==> config.mk <==
export PLATFORM = sky130hd
export DESIGN_NAME = hijri_month_from_gregorian
export DESIGN_NICKNAME = d
export VERILOG_FILES = /design/src/hmg_pkg.sv /design/src/hijri_month_from_gregorian.sv
export VERILOG_INCLUDE_DIRS = /design/src /design/src/src
export SDC_FILE = /design/constraint.sdc
export NUM_CORES = 2
export LEC_CHECK = 0
export BUFFER_PORTS_ARGS = -buffer_cell sky130_fd_sc_hd__buf_2
export CORE_MARGIN = 2
export CORE_UTILIZATION = 30
export CTS_BUF_LIST = sky130_fd_sc_hd__clkbuf_2 sky130_fd_sc_hd__clkbuf_4 sky130_fd_sc_hd__clkbuf_8
export DETAILED_ROUTE_END_ITERATION = 8
export PLACE_DENSITY = 0.41
export SETUP_SLACK_MARGIN = 0.02
export SYNTH_ARGS = -nofsm -noshare
export SYNTH_HDL_FRONTEND = slang
export SYNTH_SLANG_ARGS = --single-unit
export TNS_END_PERCENT = 50
==> constraint.sdc <==
create_clock -name clock -period 7.4 [get_ports clock]
set_input_delay 0.37 -clock clock [delete_from_list [all_inputs] [get_ports clock]]
set_output_delay 0.37 -clock clock [all_outputs]
set_load 0.005 [all_outputs]
==> src/hijri_month_from_gregorian_macros.svh <==
// Assertion helpers for the Hijri month converter.
`ifndef HIJRI_MONTH_FROM_GREGORIAN_MACROS_SVH
`define HIJRI_MONTH_FROM_GREGORIAN_MACROS_SVH

// Same-cycle implication, checked outside reset.
`define HMG_ASSERT_IMPL(lbl, clk, rst, ante, cons, msg) \
   lbl: assert property (@(posedge clk) disable iff (rst) (ante) |-> (cons)) else $error(msg);

// Implication after a fixed number of clock edges.
`define HMG_ASSERT_DELAY(lbl, clk, rst, ante, dly, cons, msg) \
   lbl: assert property (@(posedge clk) disable iff (rst) (ante) |-> ##dly (cons)) \
      else $error(msg);

`endif

==> src/hmg_pkg.sv <==
package hmg_pkg;

   typedef logic [13:0]        year_type;
   typedef logic [3:0]         month_type;
   typedef logic [4:0]         mday_type;
   typedef logic signed [23:0] daynum_type;
   typedef logic signed [14:0] hyear_type;

   localparam int YEAR_MAX = 9999;

   // accepting edge to the edge that takes the result
   localparam int PIPE_DEPTH = 8;

   localparam month_type MONTH_JAN = 4'd1;
   localparam month_type MONTH_FEB = 4'd2;
   localparam month_type MONTH_DEC = 4'd12;

   // day numbers are Julian day minus one half
   localparam int GREG_DAY0  = 1721424;
   localparam int ISL_DAY0   = 1948439;
   localparam int EPOCH_GAP  = GREG_DAY0 - ISL_DAY0;
   localparam int SHIFT_DAYS = 10;
   localparam int GREG_YEAR_DAYS = 365;

   // floor(x / 100) for x below 2^14
   localparam int DIV100_SHIFT = 19;
   localparam int CENTURY      = 100;
   localparam logic [12:0] DIV100_RECIP =
      13'(((1 << DIV100_SHIFT) + CENTURY - 1) / CENTURY);

   // Hijri year: floor((30 D + 10646) / 10631), numerator biased positive
   localparam int HY_DIV        = 10631;
   localparam int HY_BIAS       = 640;
   localparam int HY_NUM_OFFSET = 10646 + HY_BIAS * HY_DIV;
   localparam int HY_SHIFT      = 41;
   localparam logic [27:0] HY_RECIP =
      28'(((64'd1 << HY_SHIFT) + 64'(HY_DIV) - 64'd1) / 64'(HY_DIV));

   // leap days before the year: floor((3 + 11 hy) / 30), biased positive
   localparam int FY_DIV        = 30;
   localparam int FY_YEAR_MUL   = 11;
   localparam int FY_BIAS       = 235;
   localparam int FY_NUM_OFFSET = 3 - FY_YEAR_MUL * HY_BIAS + FY_DIV * FY_BIAS;
   localparam int FY_SHIFT      = 22;
   localparam logic [17:0] FY_RECIP =
      18'(((1 << FY_SHIFT) + FY_DIV - 1) / FY_DIV);

   // day offset within the Hijri year, counted from its first day
   localparam int HIJRI_YEAR_DAYS = 354;
   localparam int EP_OFFSET = HIJRI_YEAR_DAYS * (HY_BIAS + 1) + FY_BIAS;

   // month = floor(2 ep / 59) + 1, capped at twelve
   localparam int HM_DIV    = 59;
   localparam int HM_SHIFT  = 16;
   localparam int HM_MONTHS = 12;
   localparam logic [10:0] HM_RECIP = 11'(((1 << HM_SHIFT) + HM_DIV - 1) / HM_DIV);
   localparam int HM_CAP_EP = ((HM_MONTHS - 1) * HM_DIV + 1) / 2;

   function automatic mday_type month_days(input month_type m);
      mday_type r;
      case (m)
         4'd1:    r = 5'd31;
         4'd2:    r = 5'd28;
         4'd3:    r = 5'd31;
         4'd4:    r = 5'd30;
         4'd5:    r = 5'd31;
         4'd6:    r = 5'd30;
         4'd7:    r = 5'd31;
         4'd8:    r = 5'd31;
         4'd9:    r = 5'd30;
         4'd10:   r = 5'd31;
         4'd11:   r = 5'd30;
         4'd12:   r = 5'd31;
         default: r = 5'd0;
      endcase
      return r;
   endfunction

   // floor((367 m - 362) / 12)
   function automatic logic [8:0] month_start(input month_type m);
      logic [8:0] r;
      case (m)
         4'd1:    r = 9'd0;
         4'd2:    r = 9'd31;
         4'd3:    r = 9'd61;
         4'd4:    r = 9'd92;
         4'd5:    r = 9'd122;
         4'd6:    r = 9'd153;
         4'd7:    r = 9'd183;
         4'd8:    r = 9'd214;
         4'd9:    r = 9'd245;
         4'd10:   r = 9'd275;
         4'd11:   r = 9'd306;
         4'd12:   r = 9'd336;
         default: r = 9'd0;
      endcase
      return r;
   endfunction

endpackage

==> src/hijri_month_from_gregorian.sv <==
// Gregorian date to tabular Islamic year and month for a crescent event.
// Fully pipelined: one item is taken on every clock (busy is never high)
// and its result shows on the rsp_ ports for a single cycle, with
// rsp_strobe high, once it has passed every register stage. The receiver
// cannot stall, so results must be captured when the strobe is seen.
// Depth is set by the chain of constant divides (by 100, 10631, 30, 59),
// each done as a reciprocal multiply with its own register stage.
// Invalid dates (year outside 1..9999, bad month or day) and a month
// result below 1 give rsp_valid_res low with year and month zero.
// The block holds no state between items.
`include "hijri_month_from_gregorian_macros.svh"

module hijri_month_from_gregorian (
   input  logic                 clock,
   input  logic                 reset,
   input  logic                 start,
   output logic                 busy,
   input  hmg_pkg::year_type    req_greg_year,
   input  hmg_pkg::month_type   req_greg_month,
   input  hmg_pkg::mday_type    req_greg_day,
   input  logic                 req_is_morning,
   output logic                 rsp_strobe,
   output logic                 rsp_valid_res,
   output hmg_pkg::hyear_type   rsp_hijri_year,
   output hmg_pkg::month_type   rsp_hijri_month
);

   // ---------------- stage 0: input register ----------------
   logic                v0_ff, v0_in;
   hmg_pkg::year_type   y0_ff;
   hmg_pkg::month_type  m0_ff;
   hmg_pkg::mday_type   d0_ff;
   logic                morn0_ff;

   assign busy  = 1'b0;
   assign v0_in = start && !busy;

   always_ff @(posedge clock) begin
      if (reset) begin
         v0_ff <= 1'b0;
      end else begin
         v0_ff <= v0_in;
      end
      if (v0_in) begin
         y0_ff    <= req_greg_year;
         m0_ff    <= req_greg_month;
         d0_ff    <= req_greg_day;
         morn0_ff <= req_is_morning;
      end
   end

   // ---------------- stage 1: centuries and year days ----------------
   logic                v1_ff;
   hmg_pkg::year_type   y1_ff, py_s1;
   hmg_pkg::month_type  m1_ff;
   hmg_pkg::mday_type   d1_ff;
   logic                morn1_ff;
   logic [26:0]         qy_prod, qp_prod;
   logic [7:0]          qy1_ff, qy1_in, qp1_ff, qp1_in;
   logic [23:0]         base1_ff, base1_in;

   always_comb begin
      py_s1    = y0_ff - 14'd1;
      qy_prod  = 27'(y0_ff) * 27'(hmg_pkg::DIV100_RECIP);
      qp_prod  = 27'(py_s1) * 27'(hmg_pkg::DIV100_RECIP);
      qy1_in   = qy_prod[hmg_pkg::DIV100_SHIFT +: 8];
      qp1_in   = qp_prod[hmg_pkg::DIV100_SHIFT +: 8];
      // 365 (y-1) + floor((y-1)/4)
      base1_in = 24'(py_s1) * 24'(hmg_pkg::GREG_YEAR_DAYS) + 24'(py_s1 >> 2);
   end

   always_ff @(posedge clock) begin
      if (reset) begin
         v1_ff <= 1'b0;
      end else begin
         v1_ff <= v0_ff;
      end
      y1_ff    <= y0_ff;
      m1_ff    <= m0_ff;
      d1_ff    <= d0_ff;
      morn1_ff <= morn0_ff;
      qy1_ff   <= qy1_in;
      qp1_ff   <= qp1_in;
      base1_ff <= base1_in;
   end

   // ---------------- stage 2: date check and day number ----------------
   logic                  v2_ff, ok2_ff, ok2_in;
   hmg_pkg::daynum_type   day2_ff, day2_in;
   logic [6:0]            r100;
   logic                  leap;
   hmg_pkg::mday_type     maxd;
   hmg_pkg::daynum_type   adj, shift;

   function automatic hmg_pkg::daynum_type req_shift(input logic morning);
      hmg_pkg::daynum_type r;
      if (morning) begin
         r = 24'(hmg_pkg::EPOCH_GAP - hmg_pkg::SHIFT_DAYS);
      end else begin
         r = 24'(hmg_pkg::EPOCH_GAP + hmg_pkg::SHIFT_DAYS);
      end
      return r;
   endfunction

   always_comb begin
      r100 = 7'(y1_ff - 14'(qy1_ff) * 14'(hmg_pkg::CENTURY));
      // divisible by 400 when the century count is a multiple of four
      leap = (y1_ff[1:0] == 2'd0) && ((r100 != 7'd0) || (qy1_ff[1:0] == 2'd0));
      maxd = hmg_pkg::month_days(m1_ff)
             + 5'((m1_ff == hmg_pkg::MONTH_FEB) && leap);
      ok2_in = (y1_ff != 14'd0) && (int'(y1_ff) <= hmg_pkg::YEAR_MAX)
               && (m1_ff >= hmg_pkg::MONTH_JAN) && (m1_ff <= hmg_pkg::MONTH_DEC)
               && (d1_ff != 5'd0) && (d1_ff <= maxd);

      // March onward: February was counted as 30 days by the month table
      if (m1_ff > hmg_pkg::MONTH_FEB) begin
         adj = leap ? -24'sd1 : -24'sd2;
      end else begin
         adj = '0;
      end
      shift = req_shift(morn1_ff);

      // D = day number minus the Hijri epoch, event shift included
      day2_in = $signed(base1_ff) - $signed(24'(qp1_ff)) + $signed(24'(qp1_ff >> 2))
                + $signed(24'(hmg_pkg::month_start(m1_ff))) + adj
                + $signed(24'(d1_ff)) + shift;
   end

   always_ff @(posedge clock) begin
      if (reset) begin
         v2_ff <= 1'b0;
      end else begin
         v2_ff <= v1_ff;
      end
      ok2_ff  <= ok2_in;
      day2_ff <= day2_in;
   end

   // ---------------- stage 3: Hijri year numerator ----------------
   logic                  v3_ff, ok3_ff;
   hmg_pkg::daynum_type   day3_ff;
   logic signed [31:0]    n_full;
   logic [26:0]           num3_ff, num3_in;

   always_comb begin
      n_full  = (32'(day2_ff) <<< 5) - (32'(day2_ff) <<< 1)
                + 32'(hmg_pkg::HY_NUM_OFFSET);
      num3_in = n_full[26:0];
   end

   always_ff @(posedge clock) begin
      if (reset) begin
         v3_ff <= 1'b0;
      end else begin
         v3_ff <= v2_ff;
      end
      ok3_ff  <= ok2_ff;
      day3_ff <= day2_ff;
      num3_ff <= num3_in;
   end

   // ---------------- stage 4: divide by 10631 ----------------
   logic                  v4_ff, ok4_ff;
   hmg_pkg::daynum_type   day4_ff;
   logic [54:0]           hy_prod;
   logic [13:0]           q4_ff, q4_in;   // Hijri year plus bias

   always_comb begin
      hy_prod = 55'(num3_ff) * 55'(hmg_pkg::HY_RECIP);
      q4_in   = hy_prod[hmg_pkg::HY_SHIFT +: 14];
   end

   always_ff @(posedge clock) begin
      if (reset) begin
         v4_ff <= 1'b0;
      end else begin
         v4_ff <= v3_ff;
      end
      ok4_ff  <= ok3_ff;
      day4_ff <= day3_ff;
      q4_ff   <= q4_in;
   end

   // ---------------- stage 5: year start pieces ----------------
   logic                  v5_ff, ok5_ff;
   logic [13:0]           q5_ff;
   logic [16:0]           fnum5_ff, fnum5_in;
   hmg_pkg::daynum_type   epb5_ff, epb5_in;

   always_comb begin
      fnum5_in = 17'(q4_ff) * 17'(hmg_pkg::FY_YEAR_MUL) + 17'(hmg_pkg::FY_NUM_OFFSET);
      epb5_in  = day4_ff - $signed(24'(q4_ff) * 24'(hmg_pkg::HIJRI_YEAR_DAYS))
                 + 24'(hmg_pkg::EP_OFFSET);
   end

   always_ff @(posedge clock) begin
      if (reset) begin
         v5_ff <= 1'b0;
      end else begin
         v5_ff <= v4_ff;
      end
      ok5_ff   <= ok4_ff;
      q5_ff    <= q4_ff;
      fnum5_ff <= fnum5_in;
      epb5_ff  <= epb5_in;
   end

   // ---------------- stage 6: divide by 30 ----------------
   logic                  v6_ff, ok6_ff;
   logic [13:0]           q6_ff;
   hmg_pkg::daynum_type   epb6_ff;
   logic [34:0]           fy_prod;
   logic [12:0]           f6_ff, f6_in;

   always_comb begin
      fy_prod = 35'(fnum5_ff) * 35'(hmg_pkg::FY_RECIP);
      f6_in   = fy_prod[hmg_pkg::FY_SHIFT +: 13];
   end

   always_ff @(posedge clock) begin
      if (reset) begin
         v6_ff <= 1'b0;
      end else begin
         v6_ff <= v5_ff;
      end
      ok6_ff  <= ok5_ff;
      q6_ff   <= q5_ff;
      epb6_ff <= epb5_ff;
      f6_ff   <= f6_in;
   end

   // ---------------- stage 7: month and result register ----------------
   hmg_pkg::daynum_type   ep;
   logic [20:0]           hm_prod;
   logic [4:0]            hm_quot;
   hmg_pkg::month_type    hm;
   logic                  ok_out;
   logic                  rsp_strobe_ff, rsp_valid_res_ff, rsp_valid_res_in;
   hmg_pkg::hyear_type    rsp_hijri_year_ff, rsp_hijri_year_in;
   hmg_pkg::month_type    rsp_hijri_month_ff, rsp_hijri_month_in;

   always_comb begin
      ep      = epb6_ff - $signed(24'(f6_ff));
      hm_prod = 21'({ep[8:0], 1'b0}) * 21'(hmg_pkg::HM_RECIP);
      hm_quot = hm_prod[hmg_pkg::HM_SHIFT +: 5];
      if (ep >= 24'(hmg_pkg::HM_CAP_EP)) begin
         hm = 4'(hmg_pkg::HM_MONTHS);
      end else begin
         hm = 4'(hm_quot) + 4'd1;
      end
      // negative offset: month would come out below one
      ok_out             = ok6_ff && !ep[23];
      rsp_valid_res_in   = v6_ff && ok_out;
      rsp_hijri_year_in  = ok_out ? (15'(q6_ff) - 15'(hmg_pkg::HY_BIAS)) : '0;
      rsp_hijri_month_in = ok_out ? hm : '0;
   end

   always_ff @(posedge clock) begin
      if (reset) begin
         rsp_strobe_ff    <= 1'b0;
         rsp_valid_res_ff <= 1'b0;
      end else begin
         rsp_strobe_ff    <= v6_ff;
         rsp_valid_res_ff <= rsp_valid_res_in;
      end
      rsp_hijri_year_ff  <= rsp_hijri_year_in;
      rsp_hijri_month_ff <= rsp_hijri_month_in;
   end

   assign rsp_strobe      = rsp_strobe_ff;
   assign rsp_valid_res   = rsp_valid_res_ff;
   assign rsp_hijri_year  = rsp_hijri_year_ff;
   assign rsp_hijri_month = rsp_hijri_month_ff;

   // ---------------- assertions ----------------
   `HMG_ASSERT_DELAY(a_item_latency, clock, reset, start && !busy,
      (hmg_pkg::PIPE_DEPTH), rsp_strobe, "accepted item produced no result")
   `HMG_ASSERT_IMPL(a_no_spurious, clock, reset, rsp_strobe,
      $past(start && !busy, hmg_pkg::PIPE_DEPTH), "result without an accepted item")
   `HMG_ASSERT_IMPL(a_invalid_zero, clock, reset, rsp_strobe && !rsp_valid_res,
      (rsp_hijri_year == '0) && (rsp_hijri_month == '0), "invalid result carries data")
   `HMG_ASSERT_IMPL(a_month_range, clock, reset, rsp_valid_res,
      rsp_strobe && (rsp_hijri_month >= hmg_pkg::MONTH_JAN)
      && (rsp_hijri_month <= hmg_pkg::MONTH_DEC), "valid result with bad month")

endmodule

* Word level (Yosys, flattened, before mapping)
Memories as Yosys holds them, arrays and structs flattened. A register that Yosys moved wholly into a read port is not among the register bits. Index checks and enable logic that the tools add are counted.
Cells by class: multiply operators 9, add/sub/neg operators 18, multiplexer cells 4, bitwise operators 1, $lt $le $gt $ge 6, reduce and logical (&&, ||, !) cells 17, equality and inequality tests 1
Operators with widths (number):
- 14-bit by 13-bit multiplier with 27-bit output, second input constant | 2
- 27-bit by 27-bit multiplier with 54-bit output, second input constant | 1
- 24-bit adder | 2
- 17-bit by 18-bit multiplier with 35-bit output, second input constant | 1
- 27-bit by 24-bit adder with 27-bit output, second input constant | 1
- 27-bit by 25-bit subtractor with 27-bit output | 1
- 23-bit by 12-bit adder with 24-bit output | 1
- 24-bit by 10-bit adder with 24-bit output | 1
- 24-bit by 19-bit adder with 24-bit output, second input constant | 1
- 24-bit by 6-bit adder with 24-bit output | 1
- 24-bit by 7-bit adder with 24-bit output | 1
- 24-bit by 10-bit >= comparator with 1-bit output, second input constant | 1
- 24-bit two-way mux | 1
- 24-bit by 14-bit subtractor with 24-bit output | 1
- 24-bit subtractor | 1
- 24-bit by 9-bit subtractor with 24-bit output | 1
- 14-bit by 9-bit multiplier with 23-bit output, second input constant | 1
- 14-bit by 8-bit multiplier with 22-bit output, second input constant | 1
- 9-bit by 11-bit multiplier with 19-bit output, second input constant | 1
- 17-bit by 4-bit adder with 17-bit output, second input constant | 1
- 14-bit by 4-bit multiplier with 17-bit output, second input constant | 1
- 14-bit by 10-bit subtractor with 15-bit output, second input constant | 1
- 14-bit <= comparator, second input constant | 1
- 14-bit nonzero test | 1
- other kinds (21) | 30
Word-level totals: memory bits (read-only) 224, input port bits 27, output and inout port bits 22, register bits 340, logic and storage cells 97, memories 2
Memory list:
- (no name shown) | depth 16, bits a word 9, read ports 1, clocked after memory_dff 1, wr ports 0, RTL line hmg_pkg.sv:82 | case (m)
- (no name shown) | depth 16, bits a word 5, read ports 1, clocked after memory_dff 1, wr ports 0, RTL line hmg_pkg.sv:61 | case (m)

* Logic depth before layout (Yosys ltp)
depth in word-level cells 10, gate-level depth with buffers 28, gate-level depth less buffers 28

* Worst setup path before layout
OpenSTA, ideal clock, no wires.
path type register -> register, start point reg m1_ff[2], end point reg day2_ff[23], clock period less this slack 6383 ps, path slack 1017 ps, stages on the path, launching flop included 21, library setup time 78 ps, data required time 7322 ps, path buffers 0, arrival time 6305 ps, cells stage by stage dfxtp_1 or2_2 a21oi_1 inv_1 fa_1 inv_1 fa_1 inv_1 fa_1 ha_1 ha_1 fa_1 a21o_1 a21oi_1 o21ai_0 o21a_1 a211oi_1 o31a_1 o21ai_0 and4_1 nor3_1
Between the ends: longest elaborated chain between the ends 5
Ends and longest elaborated chain:
- from (decl) | RTL line hijri_month_from_gregorian.sv:55 | hmg_pkg::month_type m1_ff;
- from (signal assigned) | RTL line hijri_month_from_gregorian.sv:79 | m1_ff <= m0_ff;
- 4-bit by 2-bit > comparator with 1-bit output | RTL line hijri_month_from_gregorian.sv:116 | if (m1_ff > hmg_pkg::MONTH_FEB) begin
- 24-bit two-way mux | RTL line hijri_month_from_gregorian.sv:116
- 24-bit adder | RTL line hijri_month_from_gregorian.sv:125 | + $signed(24'(hmg_pkg::month_start(m1_ff))) + adj
- 24-bit by 6-bit adder with 24-bit output | RTL line hijri_month_from_gregorian.sv:126 | + $signed(24'(d1_ff)) + shift;
- 24-bit adder | RTL line hijri_month_from_gregorian.sv:126
- named net day2_in[23] | RTL line hijri_month_from_gregorian.sv:89 | hmg_pkg::daynum_type day2_ff, day2_in;
- to (signal assigned) | RTL line hijri_month_from_gregorian.sv:136 | day2_ff <= day2_in;
- to (decl) | RTL line hijri_month_from_gregorian.sv:89
The timed path passes the listed nets, and every way through them passes these cells. A chain may end at the register's enable or synchronous reset.

* Worst setup path after layout
start point reg y0_ff[1], end point reg base1_ff[23]
Between the ends: longest elaborated chain between the ends 3
Ends and longest elaborated chain:
- from (decl) | RTL line hijri_month_from_gregorian.sv:30 | hmg_pkg::year_type y0_ff;
- from (signal assigned) | RTL line hijri_month_from_gregorian.sv:45 | y0_ff <= req_greg_year;
- 14-bit by 1-bit subtractor with 14-bit output (*) | RTL line hijri_month_from_gregorian.sv:63 | py_s1 = y0_ff - 14'd1;
- 14-bit by 9-bit multiplier with 23-bit output | RTL line hijri_month_from_gregorian.sv:69 | base1_in = 24'(py_s1) * 24'(hmg_pkg::GREG_YEAR_DAYS) + 24'(py_s1 >> 2);
- 23-bit by 12-bit adder with 24-bit output (*) | RTL line hijri_month_from_gregorian.sv:69
- named net base1_in[23] | RTL line hijri_month_from_gregorian.sv:60 | logic [23:0] base1_ff, base1_in;
- to (signal assigned) | RTL line hijri_month_from_gregorian.sv:84 | base1_ff <= base1_in;
- to (decl) | RTL line hijri_month_from_gregorian.sv:60
Mark *: on every way through the listed nets, which the timed path passes. The rest lies on a longest branch.

==> metrics.txt <==
status=finished, final reports clean; Reg-to-Reg Start=y0_ff[1]; Reg2Reg Depth=23; Worst Tran Pin Value=approximately 1.0 ns; multi-input logic area=between 20000 and 30000 um2; htree depth=3; # rows=between 100 and 150; Starting DRT DRC Count=roughly 800; filler cell count in the final layout=roughly 14000; routability cong.=between 0.8 and 0.9; CTS Sinks=348; Die Ht=about 370 um; post-layout net count=around 5700; Max Slew Vio Count=0; WL met3=2150 um; Clock transition at path regs=~0.06 ns; crit path max fanout=7; top cell type's share of synthesized area=30.3%; max_slew headroom=30.3%; final count of hold timing violations=0; Met1 Routed Length=42800 um; syn_area_per_cell=~10 um2; Final Cycle Share=90.6%; root buf cell=clkbuf_8; top_reg_cell synth=dfxtp_1; core area=between 100000 and 150000 um2; Mapped Cells=4081; vias in the first global route=28462; top routing layer in use=met4; GRT Overall Usage=between 10% and 20%; share of cells above drive strength 1=under 10%; initial antenna violation count=1; reg2reg setup slack=a little under 0.7 ns; Final Skew=0.0493 ns; Worst setup SP type=flip-flop; WL final=91700 um; most frequent cells after synthesis=inv_1 (1049), ha_1 (972), fa_1 (452); CTS max path bufs=3; drt first pass iters=7; final setup vio count=0; unique cell type count in the Yosys netlist=69; Max Fclk=~150 MHz; Inserted Clock Buffers=a little under 70; cell with the most instances after synthesis=inv_1; total gr overflow=0; first-pass GRT wire length=~150000 um; syn nets=approximately 5500; Die X=approximately 370 um; Residual DRC=0; DP Worst Slack=0.649 ns; RSZ-0062 raised after global routing=no; Worst Path Required=8.01 ns; hold crit path type=input pin to flip-flop; number of synthesized register bits=348; Post-synth ARST share=0%; MaxCap Viol Count=0; clk_lat worst skew=0.71 ns; Reg2Reg Capture Point=base1_ff[23]; Via Count=around 26000; initial core utilization=~30%; Critical Path AT=approximately 7.3 ns; CTS tree=done; post-CTS resize count=0; die area=between 100000 and 150000 um2; number of synthesized flops with an enable pin=24; Tmin final=roughly 6.7 ns; number of routed nets with antenna violations=0; largest net degree at the start of global routing=26; main area contributors after synthesis=ha_1 (30%), fa_1 (23%), dfxtp_1 (16%); routed len/inst=15.1 um; crit path capture=base1_ff[23]; register area share after synthesis=roughly 18%; Final WS setup=~0.7 ns; utilization after layout=approximately 33%; worst setup path start=y0_ff[1]; Critical Path End Type=flip-flop; Fin Setup TNS=0 ns; worst setup path category=flip-flop to flip-flop; Syn Std Cell Area=40100 um2; cell taking the most area after synthesis=ha_1; metal2 WL=44600 um; DP Wirelength=between 80000 and 90000 um; PortBufs=between 40 and 50; Sequential Area=roughly 7200 um2; P&R area growth vs syn=11.0%; warnings from Yosys=0; via/cell ratio=around 4.3; I/O pins=between 40 and 50
-- layer usage --
layer  GRT usage (%)  vias to the layer above
met4            3.75                        0
li1                -                    13563
met2            24.8                      244
met5               0                        -
met1            17.8                    12427
met3            2.04                      117
-- critical path: stages (launching register included) --
cell and delay, ns:
edfxtp_1 0.50, inv_1 0.30, ha_1 0.19, nor2b_1 0.26, nand3_1 0.14, xnor2_1 0.31
inv_1 0.25, ha_1 0.49, fa_1 0.58, inv_1 0.06, fa_1 0.52, inv_1 0.05
fa_1 0.56, fa_1 0.42, ha_1 0.36, o21a_1 0.20, o21a_1 0.20, nor3_1 0.14
nor2_1 0.08, a31o_2 0.24, nor4_1 0.17, nor2_1 0.14, nor4b_1 0.27, a211o_1 0.14
-- per-stage QoR --
step | std cells | hold slack [ns] | cell area [um2]
after global placement | 5918 | 0.311 | 42800
final | 6063 | 0.238 | 44500
after detailed placement | 5918 | 0.312 | 42800
after CTS | 6062 | 0.149 | 44500
after floorplan | 4081 | 0.310 | 40100
after global routing | 6063 | 0.189 | 44500
-- final cells by class --
| cell class | instances | area share (%) |
|---|---|---|
| clock inverters | 18 | 0.503 |
| inverters | 1049 | 8.84 |
| flip-flops and latches | 348 | 16.2 |
| multi-input cells | 2672 | 64.9 |
| diodes | 1 | 0.00562 |
| repair buffers | 106 | 1.66 |
| clock buffers | 101 | 2.90 |
| well taps | 1768 | 4.97 |
-- cells by family (layout without fill, tap and decap cells) --
group | count (synthesis) | in the layout | synth area share, %
adders and majority gates | 1425 | 1425 | 52.9
buffers and inverters | 1061 | 1274 | 9.94
and+or+nand+nor | 535 | 535 | 6.64
AOI/OAI and AO/OA | 526 | 526 | 8.49
DFF | 348 | 348 | 18.0
xor gates and xnor gates | 181 | 181 | 3.95
muxes | 4 | 4 | 0.0998
other | 1 | 2 | 0.00935
-- layout by cell type, fill, tap and decap left out, types with 25 or more instances in the layout --
| cell | netlist | final |
|---|---|---|
| nor3_1 | 56 | 56 |
| inv_1 | 1049 | 1049 |
| nor2_1 | 131 | 131 |
| nand2_1 | 110 | 110 |
| xor2_1 | 43 | 43 |
| nand3_1 | 51 | 51 |
| fa_1 | 452 | 452 |
| a21oi_1 | 146 | 145 |
| dfxtp_1 | 324 | 324 |
| xnor2_1 | 138 | 138 |
| ha_1 | 972 | 972 |
| nor2b_1 | 39 | 39 |
| dlygate4sd3_1 | 0 | 25 |
| nand2b_1 | 28 | 28 |
| buf_4 | 1 | 34 |
| o21ai_0 | 113 | 113 |
| o21a_1 | 26 | 26 |
| a21o_1 | 83 | 83 |
| clkbuf_8 | 0 | 85 |
| buf_2 | 0 | 47 |
-- timing repair --
action	CTS	global route
buffers inserted	0	0
hold buffers	25	0
hold endpoints to repair	33	0
-- how the worst min path moves through the flow --
stage | from | end | slack, ns | depth (start not counted)
2_1_floorplan | day3_ff[0] | day4_ff[0] | 0.31 | 0
3_3_place_gp | day3_ff[1] | day4_ff[1] | 0.31 | 0
6_report | start | y0_ff[4] | 0.24 | 1
5_1_grt | start | d0_ff[3] | 0.19 | 1
3_5_place_dp | ok5_ff | ok6_ff | 0.31 | 0
4_1_cts | start | y0_ff[4] | 0.15 | 1
-- registers in the layout, summed over array words and instances, names as in the netlist, 14 cells and up, named ones only --
register	flops
day4_ff	24
epb6_ff	24
fnum5_ff	17
rsp_hijri_year	15
base1_ff	24
num3_ff	26
q5_ff	14
y1_ff	14
epb5_ff	24
q6_ff	14
q4_ff	14
day3_ff	24
y0_ff	14
day2_ff	24
Power is left out: the tool's default activity adds up to more than one toggle a clock period on the data nets, which glitch-free logic cannot reach.
